==> config.mk <==
export PLATFORM = sky130hd
export DESIGN_NAME = turn_indicator_arbiter_top
export DESIGN_NICKNAME = d
export VERILOG_FILES = /design/src/hdl/tia_pkg.sv /design/src/hdl/turn_indicator_arbiter_top.sv
export VERILOG_INCLUDE_DIRS = /design/src /design/src/hdl
export SDC_FILE = /design/constraint.sdc
export NUM_CORES = 1
export LEC_CHECK = 0
export ABC_AREA = 1
export CAP_MARGIN = 20
export CORE_UTILIZATION = 50
export DETAILED_ROUTE_END_ITERATION = 12
export DONT_BUFFER_PORTS = 1
export PLACE_DENSITY_LB_ADDON = 0.25
export SLEW_MARGIN = 20
export SYNTH_ARGS = -nofsm -noshare
export SYNTH_HDL_FRONTEND = slang
export SYNTH_SLANG_ARGS = --single-unit
==> constraint.sdc <==
create_clock -name i_clk -period 6.2 [get_ports i_clk]
set_input_delay 1.24 -clock i_clk [delete_from_list [all_inputs] [get_ports i_clk]]
set_output_delay 1.24 -clock i_clk [all_outputs]
set_load 0.1 [all_outputs]
==> src/hdl/turn_indicator_arbiter_top_defines.svh <==
// Assertion macros used by the turn indicator arbiter RTL.
`ifndef TURN_INDICATOR_ARBITER_TOP_DEFINES_SVH
`define TURN_INDICATOR_ARBITER_TOP_DEFINES_SVH

`ifndef NO_ASSERTIONS

// Same-cycle implication, disabled in reset
`define TIA_ASSERT_IMP(lbl, clk, rst_n, ante, cons) \
    lbl: assert property (@(posedge clk) disable iff (!rst_n) (ante) |-> (cons)) \
        else $error("tia assertion failed");

// Next-cycle implication, disabled in reset
`define TIA_ASSERT_NXT(lbl, clk, rst_n, ante, cons) \
    lbl: assert property (@(posedge clk) disable iff (!rst_n) (ante) |=> (cons)) \
        else $error("tia assertion failed");

`else

`define TIA_ASSERT_IMP(lbl, clk, rst_n, ante, cons)
`define TIA_ASSERT_NXT(lbl, clk, rst_n, ante, cons)

`endif

`endif

==> src/hdl/tia_pkg.sv <==
// Types and constants of the turn indicator arbiter.
`timescale 1ns / 1ps

package tia_pkg;

    // Owner codes, as seen on the result stream
    typedef enum logic [1:0] {
        MODE_IDLE   = 2'd0,
        MODE_LEFT   = 2'd1,
        MODE_RIGHT  = 2'd2,
        MODE_HAZARD = 2'd3
    } t_mode;

    // Configuration register indexes
    localparam int CFG_IDX_W = 2;
    localparam logic [CFG_IDX_W-1:0] REG_LEFT_PERIOD   = 2'd0;
    localparam logic [CFG_IDX_W-1:0] REG_RIGHT_PERIOD  = 2'd1;
    localparam logic [CFG_IDX_W-1:0] REG_HAZARD_PERIOD = 2'd2;

    localparam int PERIOD_W = 8;
    localparam logic [PERIOD_W-1:0] LEFT_PERIOD_RST   = 8'd2;
    localparam logic [PERIOD_W-1:0] RIGHT_PERIOD_RST  = 8'd1;
    localparam logic [PERIOD_W-1:0] HAZARD_PERIOD_RST = 8'd1;

    // Switch / counter slots
    localparam int SW_LEFT   = 0;
    localparam int SW_RIGHT  = 1;
    localparam int SW_HAZARD = 2;

endpackage

==> src/hdl/turn_indicator_arbiter_top.sv <==
// Turn indicator arbiter: switch edge arbitration and lamp blinking per tick.
//
//  channel     | dir | payload (lsb first)                         | accept
//  ------------+-----+---------------------------------------------+-------------------
//  s_axis      | in  | tdata: left_level, right_level, hazard_level | tvalid & tready
//  m_axis      | out | tdata: left_lamp, right_lamp, active_mode    | tvalid & tready
//  cfg         | in  | index (2b), data (8b period)                 | valid & ready
//
// One tick per cycle sustained while results are taken; each result passes the input
// register, then the result register. Both state update and the lamp logic sit
// between those two registers.
// A stalled result holds the pipe; the input register still fills once.
// Reset is synchronous, active low; config registers take their defaults.
// The config port is always ready.
`timescale 1ns / 1ps
`include "turn_indicator_arbiter_top_defines.svh"

module turn_indicator_arbiter_top
    import tia_pkg::*;
#(
    parameter int COUNT_WIDTH = 8
) (
    input  logic                 i_clk,
    input  logic                 i_rst_n,
    // tick request
    input  logic                 i_s_axis_tvalid,
    output logic                 o_s_axis_tready,
    input  logic [7:0]           i_s_axis_tdata,   // [0] left_level, [1] right_level,
                                                   // [2] hazard_level, [7:3] zero
    // result
    output logic                 o_m_axis_tvalid,
    input  logic                 i_m_axis_tready,
    output logic [7:0]           o_m_axis_tdata,   // [0] left_lamp, [1] right_lamp,
                                                   // [3:2] active_mode, [7:4] zero
    // configuration writes
    input  logic                 i_cfg_valid,
    output logic                 o_cfg_ready,
    input  logic [CFG_IDX_W-1:0] i_cfg_index,
    input  logic [PERIOD_W-1:0]  i_cfg_data
);

    localparam int CMP_W = (COUNT_WIDTH > PERIOD_W) ? COUNT_WIDTH : PERIOD_W;
    localparam logic [CMP_W-1:0] CNT_MAX = CMP_W'((1 << COUNT_WIDTH) - 1);

    typedef logic [COUNT_WIDTH-1:0] t_cnt;

    // configuration
    logic [PERIOD_W-1:0] r_left_period;
    logic [PERIOD_W-1:0] r_right_period;
    logic [PERIOD_W-1:0] r_hazard_period;

    // pipeline
    logic       r_in_valid;
    logic [2:0] r_in_lvl;
    logic       r_out_valid;
    logic [1:0] r_out_lamp;
    t_mode      r_out_mode;
    logic       w_advance;
    logic       w_step;

    // arbiter state
    logic [2:0] r_prev;
    logic [2:0] r_sup;
    t_mode      r_mode;
    logic [1:0] r_lamp;
    t_cnt       r_cnt [3];

    logic [2:0] n_sup;
    t_mode      n_mode;
    logic [1:0] n_lamp;
    t_cnt       n_cnt [3];

    logic [2:0]          w_rise;
    logic [2:0]          w_fall;
    t_cnt                w_cur;
    t_cnt                w_inc;
    logic [PERIOD_W-1:0] w_period;
    logic [CMP_W-1:0]    w_eff;
    logic                w_due;

    assign o_cfg_ready = 1'b1;

    // Write configuration registers; unknown indexes are dropped
    always_ff @(posedge i_clk) begin
        if (!i_rst_n) begin
            r_left_period   <= LEFT_PERIOD_RST;
            r_right_period  <= RIGHT_PERIOD_RST;
            r_hazard_period <= HAZARD_PERIOD_RST;
        end else if (i_cfg_valid) begin
            case (i_cfg_index)
                REG_LEFT_PERIOD:   r_left_period   <= i_cfg_data;
                REG_RIGHT_PERIOD:  r_right_period  <= i_cfg_data;
                REG_HAZARD_PERIOD: r_hazard_period <= i_cfg_data;
                default: ;
            endcase
        end
    end

    // Pipeline flow control
    assign w_advance       = !r_out_valid || i_m_axis_tready;
    assign w_step          = r_in_valid && w_advance;
    assign o_s_axis_tready = !r_in_valid || w_advance;

    always_ff @(posedge i_clk) begin
        if (!i_rst_n) begin
            r_in_valid <= 1'b0;
        end else if (o_s_axis_tready) begin
            r_in_valid <= i_s_axis_tvalid;
        end
    end

    always_ff @(posedge i_clk) begin
        if (o_s_axis_tready && i_s_axis_tvalid) begin
            r_in_lvl <= i_s_axis_tdata[2:0];
        end
    end

    // Edge detection against the previous tick
    assign w_rise = r_in_lvl & ~r_prev;
    assign w_fall = ~r_in_lvl & r_prev;

    // Arbitrate ownership, then pick the owner's counter for the blink step
    always_comb begin
        n_sup  = r_sup & ~w_fall;
        n_mode = r_mode;
        n_lamp = r_lamp;
        n_cnt  = r_cnt;

        if (w_rise[SW_LEFT] && !n_sup[SW_LEFT]) begin
            n_mode             = MODE_LEFT;
            n_sup              = n_sup | 3'b110;
            n_cnt[SW_LEFT]     = '0;
            n_lamp[SW_RIGHT]   = 1'b0;
        end
        if (w_rise[SW_RIGHT] && !n_sup[SW_RIGHT]) begin
            n_mode             = MODE_RIGHT;
            n_sup              = n_sup | 3'b101;
            n_cnt[SW_RIGHT]    = '0;
            n_lamp[SW_LEFT]    = 1'b0;
        end
        if (w_rise[SW_HAZARD] && !n_sup[SW_HAZARD]) begin
            n_mode             = MODE_HAZARD;
            n_sup              = n_sup | 3'b011;
            n_cnt[SW_HAZARD]   = '0;
        end

        // Release of the owner's switch drops to idle
        if ((n_mode == MODE_LEFT   && w_fall[SW_LEFT])  ||
            (n_mode == MODE_RIGHT  && w_fall[SW_RIGHT]) ||
            (n_mode == MODE_HAZARD && w_fall[SW_HAZARD])) begin
            n_mode = MODE_IDLE;
        end

        case (n_mode)
            MODE_LEFT: begin
                w_cur    = n_cnt[SW_LEFT];
                w_period = r_left_period;
            end
            MODE_RIGHT: begin
                w_cur    = n_cnt[SW_RIGHT];
                w_period = r_right_period;
            end
            default: begin
                w_cur    = n_cnt[SW_HAZARD];
                w_period = r_hazard_period;
            end
        endcase

        // Saturating increment against the clamped period
        w_inc = (CMP_W'(w_cur) == CNT_MAX) ? w_cur : w_cur + t_cnt'(1);
        w_eff = (CMP_W'(w_period) > CNT_MAX) ? CNT_MAX : CMP_W'(w_period);
        w_due = CMP_W'(w_inc) >= w_eff;

        case (n_mode)
            MODE_LEFT: begin
                n_lamp[SW_RIGHT] = 1'b0;
                if (w_due) begin
                    n_lamp[SW_LEFT] = ~n_lamp[SW_LEFT];
                end
                n_cnt[SW_LEFT] = w_due ? '0 : w_inc;
            end
            MODE_RIGHT: begin
                n_lamp[SW_LEFT] = 1'b0;
                if (w_due) begin
                    n_lamp[SW_RIGHT] = ~n_lamp[SW_RIGHT];
                end
                n_cnt[SW_RIGHT] = w_due ? '0 : w_inc;
            end
            MODE_HAZARD: begin
                if (w_due) begin
                    n_lamp = n_lamp[SW_LEFT] ? 2'b00 : 2'b11;
                end
                n_cnt[SW_HAZARD] = w_due ? '0 : w_inc;
            end
            default: begin
                n_lamp = 2'b00;
                n_cnt  = '{default: '0};
            end
        endcase
    end

    // Commit state on each tick
    always_ff @(posedge i_clk) begin
        if (!i_rst_n) begin
            r_prev <= '0;
            r_sup  <= '0;
            r_mode <= MODE_IDLE;
            r_lamp <= '0;
            r_cnt  <= '{default: '0};
        end else if (w_step) begin
            r_prev <= r_in_lvl;
            r_sup  <= n_sup;
            r_mode <= n_mode;
            r_lamp <= n_lamp;
            r_cnt  <= n_cnt;
        end
    end

    // Result register
    always_ff @(posedge i_clk) begin
        if (!i_rst_n) begin
            r_out_valid <= 1'b0;
        end else if (w_advance) begin
            r_out_valid <= r_in_valid;
        end
    end

    always_ff @(posedge i_clk) begin
        if (w_step) begin
            r_out_lamp <= n_lamp;
            r_out_mode <= n_mode;
        end
    end

    assign o_m_axis_tvalid = r_out_valid;
    assign o_m_axis_tdata  = {4'b0000, r_out_mode, r_out_lamp};

    // Idle owner keeps lamps dark and counters cleared
    `TIA_ASSERT_IMP(a_idle_dark, i_clk, i_rst_n, r_mode == MODE_IDLE, r_lamp == 2'b00 && r_cnt[SW_LEFT] == '0 && r_cnt[SW_RIGHT] == '0 && r_cnt[SW_HAZARD] == '0)
    // Left owner never lights the right lamp
    `TIA_ASSERT_IMP(a_left_only, i_clk, i_rst_n, r_mode == MODE_LEFT, !r_lamp[SW_RIGHT])
    // Right owner never lights the left lamp
    `TIA_ASSERT_IMP(a_right_only, i_clk, i_rst_n, r_mode == MODE_RIGHT, !r_lamp[SW_LEFT])
    // A pending result always mirrors the committed state
    `TIA_ASSERT_IMP(a_out_state, i_clk, i_rst_n, r_out_valid, r_out_mode == r_mode && r_out_lamp == r_lamp)
    // A processed tick always leaves a result pending
    `TIA_ASSERT_NXT(a_step_out, i_clk, i_rst_n, w_step, r_out_valid)

endmodule

# Word level (Yosys, flattened, before mapping)
# Index checks and enable logic that the tools add are counted.
dict set report totals {
  regBits 67
  inputBits 23
  output_inout_bits 11
  wordCells 84
}
dict set report op_classes {
  n_addsub 1
  n_lt_le_gt_ge 2
  n_eq_ne 9
  n_mux 25
  bitwise 8
  reduce_logical 24
}
# operator count
set ops {}
lappend ops {{$pmux W8 S2} 5}
lappend ops {{$mux W8} 6}
lappend ops {{$mux W2} 7}
lappend ops {{$eq A2 B2 Y1 const B} 5}
lappend ops {{$and A3 B3 Y3} 3}
lappend ops {{$not A3 Y3} 3}
lappend ops {{$add A8 B1 Y8 const B} 1}
lappend ops {{$eq A8 B8 Y1 const B} 1}
lappend ops {{$ge A8 B8 Y1} 1}
lappend ops {{$gt A8 B8 Y1 const B} 1}
lappend ops {{$logic_and A1 B1 Y1} 8}
lappend ops {{$eq A2 B1 Y1 const B} 3}
lappend ops {{$mux W3} 2}
lappend ops {{$pmux W2 S3} 1}
lappend ops {{$reduce_and A2 Y1} 3}
lappend ops {{$reduce_or A2 Y1} 3}
lappend ops {{$logic_not A1 Y1} 5}
lappend ops {{$logic_or A1 B1 Y1} 4}
lappend ops {{$mux W1} 4}
lappend ops {{$logic_not A2 Y1} 1}
lappend ops {{$not A1 Y1} 2}

# Longest topological paths before layout
dict set report logic_depth {
  ltp_word 25
  ltp_mapped 38
  mapped_depth_nobuf 36
}

# Worst setup path after synthesis
# No wires, ideal clock.
dict set report synth_timing {
  path_kind {register -> register}
  startpoint {register r_in_lvl[1]}
  endpoint {register r_out_lamp[0] (data pin)}
  setup_time_ns 0.251
  t_arrival_ns 4.352
  t_required_ns 5.949
  path_slack_ns 1.597
  path_stages_with_launch 34
  n_path_buf 3
  synth_period_minus_slack_ns 4.603
  path_cell_list {edfxtp_1 inv_2 nand2_1 nand2_1 nand3_4 nand3_4 buf_6 nand2_1 nand3_1 nand3_1 inv_2 ha_1 clkbuf_1 nand3_1 nand3_1 nand2_1 inv_2 ha_1 nand3_2 nor2_4 nand3_4 nand3_1 and2_1 ha_1 a21oi_1 o21a_1 nand3_1 inv_1 clkbuf_1 nand2_1 nand2_1 a21oi_1 nand2_1 inv_1}
}
dict set report synth_between {
  elab_chain_len 23
  word_cells_on_any_way 41
  classes_between {add/sub (1); order compare (2); eq/ne (7); mux (16); bitwise (6); reduce/logical (9)}
}
# item line_no
set synth_lines {}
lappend synth_lines {{from (decl)} turn_indicator_arbiter_top.sv:54} ;# logic [2:0] r_in_lvl;
lappend synth_lines {{from (signal assigned)} turn_indicator_arbiter_top.sv:114} ;# r_in_lvl <= i_s_axis_tdata[2:0];
lappend synth_lines {{$not A3 Y3} turn_indicator_arbiter_top.sv:120} ;# assign w_fall = ~r_in_lvl & r_prev;
lappend synth_lines {{$and A3 B3 Y3} turn_indicator_arbiter_top.sv:120}
lappend synth_lines {{$not A3 Y3} turn_indicator_arbiter_top.sv:124} ;# n_sup = r_sup & ~w_fall;
lappend synth_lines {{$and A3 B3 Y3} turn_indicator_arbiter_top.sv:124}
lappend synth_lines {{$mux W3} turn_indicator_arbiter_top.sv:129} ;# if (w_rise[SW_LEFT] && !n_sup[SW_LEFT]) begin
lappend synth_lines {{$logic_not A1 Y1} turn_indicator_arbiter_top.sv:135} ;# if (w_rise[SW_RIGHT] && !n_sup[SW_RIGHT]) begin
lappend synth_lines {{$logic_and A1 B1 Y1} turn_indicator_arbiter_top.sv:135}
lappend synth_lines {{$mux W3} turn_indicator_arbiter_top.sv:135}
lappend synth_lines {{[... 8 more ...]} n/a}
lappend synth_lines {{via n_mode[1]} turn_indicator_arbiter_top.sv:69} ;# t_mode n_mode;
lappend synth_lines {{$eq A2 B2 Y1 / $eq A2 B1 Y1 (equally long branches)} {turn_indicator_arbiter_top.sv:154, turn_indicator_arbiter_top.sv:174}}
lappend synth_lines {{$pmux W8 S2} turn_indicator_arbiter_top.sv:154} ;# case (n_mode)
lappend synth_lines {{$add A8 B1 Y8 (tied with other cells)} turn_indicator_arbiter_top.sv:170} ;# w_inc = (CMP_W'(w_cur) == CNT_MAX) ? w_cur : w_cur + t_cnt'(1);
lappend synth_lines {{$mux W8, on equally long branches} {turn_indicator_arbiter_top.sv:170, turn_indicator_arbiter_top.sv:171}}
lappend synth_lines {{$ge A8 B8 Y1} turn_indicator_arbiter_top.sv:172} ;# w_due = CMP_W'(w_inc) >= w_eff;
lappend synth_lines {{$mux W2 / $mux W1 (equally long branches)} {turn_indicator_arbiter_top.sv:190, turn_indicator_arbiter_top.sv:177}}
lappend synth_lines {{$pmux W2 S3 (*)} turn_indicator_arbiter_top.sv:174} ;# case (n_mode)
lappend synth_lines {{via n_lamp[0]} turn_indicator_arbiter_top.sv:70} ;# logic [1:0] n_lamp;
lappend synth_lines {{to (signal assigned)} turn_indicator_arbiter_top.sv:230} ;# r_out_lamp <= n_lamp;
lappend synth_lines {{to (decl)} turn_indicator_arbiter_top.sv:56} ;# logic [1:0] r_out_lamp;
# Mark *: on every way through the listed nets, which the timed path passes. The rest lies on a longest branch.
# A chain may end at the register's enable or synchronous reset.

# Worst setup path after layout
dict set report layout_timing {
  startpoint {register r_in_lvl[0]}
  endpoint {register r_out_lamp[0] (data pin)}
}
dict set report layout_between {
  elab_chain_len 25
  word_cells_on_any_way 45
  classes_between {add/sub (1); order compare (2); eq/ne (7); mux (18); bitwise (6); reduce/logical (11)}
}
# item line_no
set layout_lines {}
lappend layout_lines {{$not A3 Y3} turn_indicator_arbiter_top.sv:120}
lappend layout_lines {{$and A3 B3 Y3} turn_indicator_arbiter_top.sv:120}
lappend layout_lines {{$not A3 Y3} turn_indicator_arbiter_top.sv:124}
lappend layout_lines {{$and A3 B3 Y3} turn_indicator_arbiter_top.sv:124}
lappend layout_lines {{$logic_not A1 Y1} turn_indicator_arbiter_top.sv:129}
lappend layout_lines {{$logic_and A1 B1 Y1} turn_indicator_arbiter_top.sv:129}
lappend layout_lines {{$mux W3} turn_indicator_arbiter_top.sv:129}
lappend layout_lines {{$logic_not A1 Y1} turn_indicator_arbiter_top.sv:135}
lappend layout_lines {{[... 10 more ...]} n/a}
lappend layout_lines {{via n_mode[1]} turn_indicator_arbiter_top.sv:69}
lappend layout_lines {{$eq A2 B2 Y1 / $eq A2 B1 Y1 (equally long branches)} {turn_indicator_arbiter_top.sv:154, turn_indicator_arbiter_top.sv:174}}
lappend layout_lines {{$pmux W8 S2} turn_indicator_arbiter_top.sv:154}
lappend layout_lines {{$add A8 B1 Y8 (tied with other cells)} turn_indicator_arbiter_top.sv:170}
lappend layout_lines {{$mux W8, on equally long branches} {turn_indicator_arbiter_top.sv:170, turn_indicator_arbiter_top.sv:171}}
lappend layout_lines {{$ge A8 B8 Y1} turn_indicator_arbiter_top.sv:172}
lappend layout_lines {{$mux W2 / $mux W1 (equally long branches)} {turn_indicator_arbiter_top.sv:190, turn_indicator_arbiter_top.sv:177}}
lappend layout_lines {{$pmux W2 S3 (*)} turn_indicator_arbiter_top.sv:174}
lappend layout_lines {{via n_lamp[0]} turn_indicator_arbiter_top.sv:70}
# Marked as above.

==> metrics.txt <==
CP Max Fanout=23; Setup Buffers After CTS=0; vias per cell=5.50; RSZ-0062 raised after global routing=false; Max Cap Violations=0; Setup WS pre-CTS=0.763 ns; DRT Pass-1 Iters=7; CTS tree=yes; endpoints failing setup=0; io pins=34; hold path start=r_hazard_period[6]$_SDFFE_PN0P_; GRT overflow=0; Seq. cell area=0.00141 mm^2; Iter 0 DRT Violations=219; gpl congestion=0.823; Async S/R FF share, synth=0%; CP arrival=5.58 ns; Max IR drop VDD=0.000173 V; largest net degree at the start of global routing=35; CTS Root Cell=clkbuf_8; fin cells=647; fin. max-slew vios=0; Startpoint Class=register; slack of the worst reg-to-reg path=0.74 ns; largest stage delay on the critical path=0.50 ns; RR Endpoint=r_out_lamp[0]$_DFFE_PP_; Synth Warn #=0; Worst-path clk slew=0.08 ns; DPL Wire Length=6.11 mm; clock buffer depth=2; final WL=9.12 mm; post-CTS sizing=0; P per Cell Area=397 mW/mm^2; final hold violations=0; cell mode on critical path=nand3_1; Hold EP=r_hazard_period[6]$_SDFFE_PN0P_; die area=0.00803 mm^2; number of global-route vias before repair=3,164; Fin Setup TNS=0 ns; Yosys reg bits=67; row cnt=31; Antenna Nets Post-Route=0; Synth-to-Final Area Change=7.47%; Seq/Total Area, Yosys=36.8%; reg2reg start=r_in_lvl[0]$_DFFE_PP_; Slew headroom=28.2%; Worst Max-Slew Pin Slew=1.07 ns; worst hold stages=2; multi-input logic area=0.00211 mm^2; Post-synth EDFFs=7; Num Clock Sinks=67; dpl cells=630; via count=3,560; Clock Skew=0.0103 ns; worst min path class=reg2reg; Pwr Total=1.64 mW; Max Clk Rate=183 MHz; CTS buffer count=9; status=completed; fin crit period=5.46 ns; cts hold-fix bufs=0; worst-case reg-to-reg path depth=29; CP required=6.31 ns; mapped cell area=0.00384 mm^2; Antenna diodes=0; Port Buf Inserts=0; effective utilization at floorplan=52.3%; fraction of layout cells with a size suffix above 1=10.8%; Die H=89.6 um; Tot GR Track Use=24.9%; kind of critical path=reg2reg; Post-route DRC=0; leakage power=1.75 nW; synth unique cells=39; setup ws final=0.737 ns; Die W=89.6 um; Slowest-stage cell, CP=ha_1; first-pass GRT wire length=15.2 mm; core area=0.00733 mm^2; final period utilization=88.1%; clock latency at the later pin of the worst-skew pair=0.35 ns; Top FF cell, synth=dfxtp_1; Synth Instances=551; Hold Slack=0.464 ns; routed len/inst=14.1 um; crit end category=register; Nets=579; antenna violations before repair=0; fillers=697; H-tree Lvls=3; synthesized area per cell=6.96 um^2
-- cells in the final DEF, fill, tap and decap left out, types with 4 or more instances in the layout --
cell type  count
buf_4         10
conb_1         5
inv_1         34
nand3_1       70
edfxtp_1       7
nand4_1        5
inv_2          6
nand2_1      149
a21oi_2        4
a21oi_1       50
nand3_2        5
o21ai_0       32
a221o_1        4
ha_1          13
o21ai_1        5
nor2_1        39
clkbuf_8       9
nand2_2        4
o21ai_2        4
dfxtp_1       60
-- synthesized netlist by cell type, types with 5 or more instances --
library cell | count | area, um^2
a21oi_1 | 50 | 250
buf_2 | 5 | 25.0
buf_4 | 6 | 45.0
clkbuf_1 | 17 | 63.8
dfxtp_1 | 60 | 1200
edfxtp_1 | 7 | 210
ha_1 | 13 | 163
inv_1 | 34 | 128
inv_2 | 6 | 22.5
nand2_1 | 149 | 559
nand3_1 | 70 | 350
nand3_2 | 5 | 50.1
nand4_1 | 5 | 31.3
nor2_1 | 39 | 146
o21ai_0 | 32 | 160
o21ai_1 | 5 | 25.0
-- logic make-up (layout without fill, tap and decap cells) --
family / after synthesis / count (layout) / share of synthesized area (%)
and+or+nand+nor: 286 / 286 / 33.8
AOI/OAI and AO/OA: 107 / 107 / 15.9
buffers and inverters: 74 / 68 / 8.38
DFF: 67 / 67 / 36.8
adders and majority gates: 13 / 13 / 4.24
other: 2 / 5 / 0.196
xor gates and xnor gates: 2 / 2 / 0.652
-- routing by layer --
layer	share of wire (%)	up-vias	track usage, %
met2	47	118	39.9
met1	46	1623	33.9
met3	5.9	13	4.57
met5	0	-	0
met4	1.2	0	8.51
li1	-	1806	-
-- how the worst max path moves through the flow --
stage | startpoint | endpoint | slack (ns) | depth (start not counted)
3_5_place_dp | r_in_lvl[0]$_DFFE_PP_ | r_out_lamp[0]$_DFFE_PP_ | 0.76 | 29
6_report | r_in_lvl[0]$_DFFE_PP_ | r_out_lamp[0]$_DFFE_PP_ | 0.74 | 29
2_1_floorplan | r_in_lvl[1]$_DFFE_PP_ | r_out_lamp[0]$_DFFE_PP_ | 1.60 | 33
4_1_cts | r_in_lvl[0]$_DFFE_PP_ | r_out_lamp[0]$_DFFE_PP_ | 0.73 | 29
3_3_place_gp | r_in_lvl[0]$_DFFE_PP_ | r_out_lamp[0]$_DFFE_PP_ | 0.79 | 29
5_1_grt | r_in_lvl[0]$_DFFE_PP_ | r_out_lamp[0]$_DFFE_PP_ | 0.20 | 31
-- flip-flops by register name, summed over array words and instances (netlist names), 2 cells and up --
signal,flops
r_cnt,24
r_hazard_period,8
r_left_period,8
r_right_period,8
r_in_lvl,3
r_prev,3
r_sup,3
r_lamp,2
r_mode,2
r_out_lamp,2
r_out_mode,2
-- power breakdown --
group / internal (mW) / leakage [nW] / switching [mW]
clock: 0.227 / 0.103 / 0.179
sequential: 0.463 / 0.556 / 0.0373
combinational: 0.235 / 1.09 / 0.497
-- critical path, delay by kind of cell (launching register included) --
kind	cells	cell delay [ns]
fa+ha+maj	3	0.95
simple gates	17	2.58
compound gates	4	0.48
flops	1	0.41
buf+inv	5	0.80
-- metrics by stage --
step | utilization, % | instance area [um^2]
2_1_floorplan | - | 3850
3_3_place_gp | 52.9 | 3880
3_5_place_dp | 52.9 | 3880
4_1_cts | 55.9 | 4100
5_1_grt | 56.2 | 4120
6_report | 56.2 | 4120
-- final cells by class --
cell class / instances / area share (%)
multi-input combinational: 413 / 51.3
sequential: 67 / 34.2
inverter: 41 / 3.73
clock buffer: 10 / 3.10
tap: 99 / 3.00
timing repair buffer: 11 / 2.49
clock inverter: 6 / 2.15
(Power assumes the default switching activity.)
